<file path="config.mk">
export PLATFORM = sky130hd
export DESIGN_NAME = cpsc_ram
export DESIGN_NICKNAME = d
export VERILOG_FILES = /design/src/rtl/core/charge_population_stability_check_defines.svh /design/src/rtl/core/cpsc_ram.sv
export SDC_FILE = /design/constraint.sdc
export NUM_CORES = 1
export LEC_CHECK = 0
export BUFFER_PORTS_ARGS = -buffer_cell sky130_fd_sc_hd__buf_2
export CAP_MARGIN = 20
export CORE_MARGIN = 2
export CORE_UTILIZATION = 53
export DETAILED_ROUTE_END_ITERATION = 16
export GPL_ROUTABILITY_DRIVEN = 0
export PLACE_DENSITY = 0.72
export SLEW_MARGIN = 20
export SYNTH_ARGS = -nofsm -noshare
export SYNTH_HDL_FRONTEND = slang
export SYNTH_SLANG_ARGS = --single-unit
</file>
<file path="constraint.sdc">
create_clock -name i_clk -period 2.2 [get_ports i_clk]
set_input_delay 0 -clock i_clk [delete_from_list [all_inputs] [get_ports i_clk]]
set_output_delay 0 -clock i_clk [all_outputs]
set_load 0.01 [all_outputs]
</file>
<file path="src/rtl/core/charge_population_stability_check_defines.svh">
// Assertion macros shared by the charge population stability check RTL.
`ifndef CHARGE_POPULATION_STABILITY_CHECK_DEFINES_SVH
`define CHARGE_POPULATION_STABILITY_CHECK_DEFINES_SVH

// Same-cycle implication, checked while out of reset.
`define CPSC_ASSERT_NOW(lbl, clk, rst_n, ante, cons) \
    lbl: assert property (@(posedge clk) disable iff (!rst_n) (ante) |-> (cons)) \
        else $error("same-cycle check failed");

// Next-cycle implication, checked while out of reset.
`define CPSC_ASSERT_NEXT(lbl, clk, rst_n, ante, cons) \
    lbl: assert property (@(posedge clk) disable iff (!rst_n) (ante) |=> (cons)) \
        else $error("next-cycle check failed");

`endif

</file>
<file path="src/rtl/core/cpsc_ram.sv">
// Generic single-write, single-read RAM with registered read data.
module cpsc_ram #(
    parameter int WIDTH = 32,
    parameter int DEPTH = 32
) (
    input  logic                     i_clk,
    input  logic                     i_we,
    input  logic [$clog2(DEPTH)-1:0] i_waddr,
    input  logic [WIDTH-1:0]         i_wdata,
    input  logic [$clog2(DEPTH)-1:0] i_raddr,
    output logic [WIDTH-1:0]         o_rdata
);

    logic [WIDTH-1:0] r_mem [DEPTH];
    logic [WIDTH-1:0] r_rdata;

    always_ff @(posedge i_clk) begin
        if (i_we) begin
            r_mem[i_waddr] <= i_wdata;
        end
        r_rdata <= r_mem[i_raddr];
    end

    assign o_rdata = r_rdata;

endmodule

</file>
==> impl_metrics.json <==
{
  "hold_path_class": "in2reg",
  "place.detailed.instances": 3308,
  "grt_antenna_before_repair": 5,
  "routed-wl-met2_um": 47200,
  "synth.net_count": 2304,
  "chipHeight_um": 280,
  "timing.reg2reg.setup_slack_ns": 0.62,
  "post-route-cell-area_um2": 46900,
  "crit_path_end_kind": "flip-flop",
  "critical-path-max-stage-delay_ns": 0.37,
  "synth-seq-area-share_pct": 77.5,
  "synth_edf_count": 1024,
  "grt_util_all_layers_pct": 24.2,
  "first_global_vias": 21900,
  "synthMostInstantiatedCell": "edfxtp_1",
  "die_w_um": 280,
  "routed_length_on_met1_um": 37900,
  "max_slew_margin_pct": 37.0,
  "number_of_flip_flops_and_latches_in_the_synthesized_netlist": 1056,
  "initial_core_util_pct": 53.4,
  "final_net_count": 2507,
  "clock_sinks": 1056,
  "dr.first_iter.drc_count": 2335,
  "diodes_inserted": 0,
  "ys_top_cells_by_area": "edfxtp_1 (76%), mux2i_1 (13%), a22oi_1 (1.8%), dfxtp_1 (1.6%), a22o_1 (1.4%)",
  "detailroute.via_count": 21500,
  "clock_tree.htree_level_count": 3,
  "fin_crit_sh_pct": 71.9,
  "fin_worst_skew_ns": 0.0176,
  "synth_ff_type": "edfxtp_1",
  "power.density_cell_area_nw_per_um2": 897,
  "avgSynthCellArea_um2": 17.9,
  "power_leakage_nw": 16.5,
  "report.final.slew_viol_count": 0,
  "grt_pass1_wl_um": 139000,
  "synth_top_cell_area_share_pct": 76.0,
  "numCtsBuffers": 99,
  "cp_cell_instances": "mux2i_1 > a22o_1 > nor3_1 > a31oi_1 > nand3_1",
  "detailed_place.area_um2": 43200,
  "portBuffers": 75,
  "cap_violations": 0,
  "timing.final.hold_violations": 0,
  "finish.cell_count_without_fillers": 3522,
  "clk_pin_slew_ns": 0.06,
  "worstSetupStartpointType": "flip-flop",
  "slowest_stage": "edfxtp_1",
  "route.final.wire_length_um": 94900,
  "setup.worst_path.class": "reg2reg",
  "post-route-drc-count": 0,
  "fraction_of_layout_instances_using_a_drive_strength_above_1_pct": 15.4,
  "irDropWorstVdd_mv": 0.619,
  "postRouteAntennaNets": 0,
  "critPathMaxFanout": 1,
  "grt_start_max_net_pins": 61,
  "timing.hold.worst_endpoint": "o_rdata[14]",
  "synth_warn": 0,
  "timing.hold.worst.start": "i_raddr[0]",
  "met3WireLength_um": 6980,
  "drt-pass1-iter-count": 5,
  "rsz0062_at_grt": "no",
  "synthCells": 2260,
  "tritoncts_clock_tree": "done",
  "regToRegStartpoint": "r_mem[1][26]",
  "synthesis.area_um2": 40500,
  "synth-async-reset-ratio_pct": 0,
  "dieArea_um2": 78600,
  "core_area_um2": 75800,
  "cts-root-to-sink-buffers": 3,
  "routed_wire_length_per_instance_um": 27.0,
  "timing.critical_path.required_ns": 2.65,
  "setup_viol_count_final": 0,
  "cts_root_buffer": "clkbuf_16",
  "globalRoute.totalOverflow": 0,
  "detail_routed_via_count_per_cell": 6.10,
  "synth_top_cells_by_count": "edfxtp_1 (1024), mux2i_1 (512), nand2_1 (98), nand3_1 (98)",
  "cp.arrival_ns": 2.03,
  "core.rowCount": 101,
  "hpwl_dp_um": 52700,
  "cell_count_of_the_worst_reg_to_reg_path": 5,
  "synth_cell_type_count": 25,
  "highest_layer": "met5",
  "final.setup.tns_ns": 0,
  "outcome": "completed",
  "worstHoldPathCells": 6,
  "reg2reg_to": "o_rdata[26]",
  "layout-area-overhead-vs-synth_pct": 15.8,
  "maxClockFrequency_ghz": 0.633,
  "post-synth-top-area-cell": "edfxtp_1",
  "ioPinCount": 76,
  "clock_latency_ns": 0.65,
  "fin_crit_ns": 1.58,
  "worst_pin_slew_ns": 0.941
}
==> routing by layer <==
layer	track usage (%)	vias up
met4	8.62	6
met3	3.51	173
met5	0	-
met1	32.7	11000
met2	40.5	937
li1	-	9391
==> cell families (layout without fill, tap and decap cells) <==
family	after synthesis	count (layout)	share of synthesized area, %
AOI/OAI and AO/OA	288	288	4.85
DFF	1056	1056	77.5
buffers and inverters	127	411	1.86
and+or+nand+nor	277	277	3.10
muxes	512	512	12.7
==> placed cells by master, fill, tap and decap left out, types with 4 or more instances in the layout <==
cell type         n
nand2_1          97
mux2i_1         512
bufinv_16        13
a22oi_1          96
buf_2            74
nand3b_1          5
dlygate4sd3_1    32
a22o_1           64
a31oi_1          32
clkinvlp_4        4
nand3_1          98
clkinv_1         15
clkbuf_16       101
buf_4            67
buf_12           55
clkbuf_1         15
nor3_1           32
edfxtp_1       1024
dfxtp_1          32
a21oi_1          96
clkinv_2         18
nor2_4           33
clkbuf_8          9
==> sequential cells by signal, indices dropped and copies added (netlist names) <==
name     flops
o_rdata     32
r_mem     1024
==> final cells by class <==
type,instances,area (um2)
clock buffers,125,2710
repair buffers,229,2310
well taps,978,1220
clock inverters,57,643
fillers,5252,28900
multi-input cells,1077,8610
flip-flops and latches,1056,31400
==> timing repair <==
item	CTS	global route
hold endpoints to repair	1024	0
resized for setup	0	0
hold buffers	32	0
endpoints found under the setup margin	0	0
setup buffers	0	0
==> worst max-delay path by stage <==
stage,startpoint,end,cells after the start
after floorplan,i_waddr[1],r_mem[12][0],3
after global routing,r_mem[7][26],o_rdata[26],5
after detailed placement,i_raddr[2],o_rdata[26],7
final,r_mem[1][26],o_rdata[26],5
after CTS,r_mem[1][26],o_rdata[26],5
after global placement,i_waddr[1],r_mem[0][24],4
==> report_power, final <==
part / internal [mW] / switching, mW
Clock: 10.2 / 7.15
Sequential: 22.4 / 0.121
Combinational: 0.801 / 1.40
==> stage by stage <==
step,util (%),setup WS [ns],hold WS (ns),total power [mW]
after floorplan,-,-0.234,0.0989,24.1
after global placement,57.0,0.439,0.397,25.0
after detailed placement,57.0,0.386,0.394,25.1
after CTS,61.8,0.633,0.0279,42.3
after global routing,61.8,0.589,0.106,43.2
final,61.8,0.619,0.0582,42.1
==> critical path, delay by kind of cell, from the launching register on <==
kind | cells | cell delay [ns]
DFF | 1 | 0.37
muxes | 1 | 0.18
AOI/OAI and AO/OA | 2 | 0.52
and+or+nand+nor | 2 | 0.32
Power figures use the tool's default switching activity.
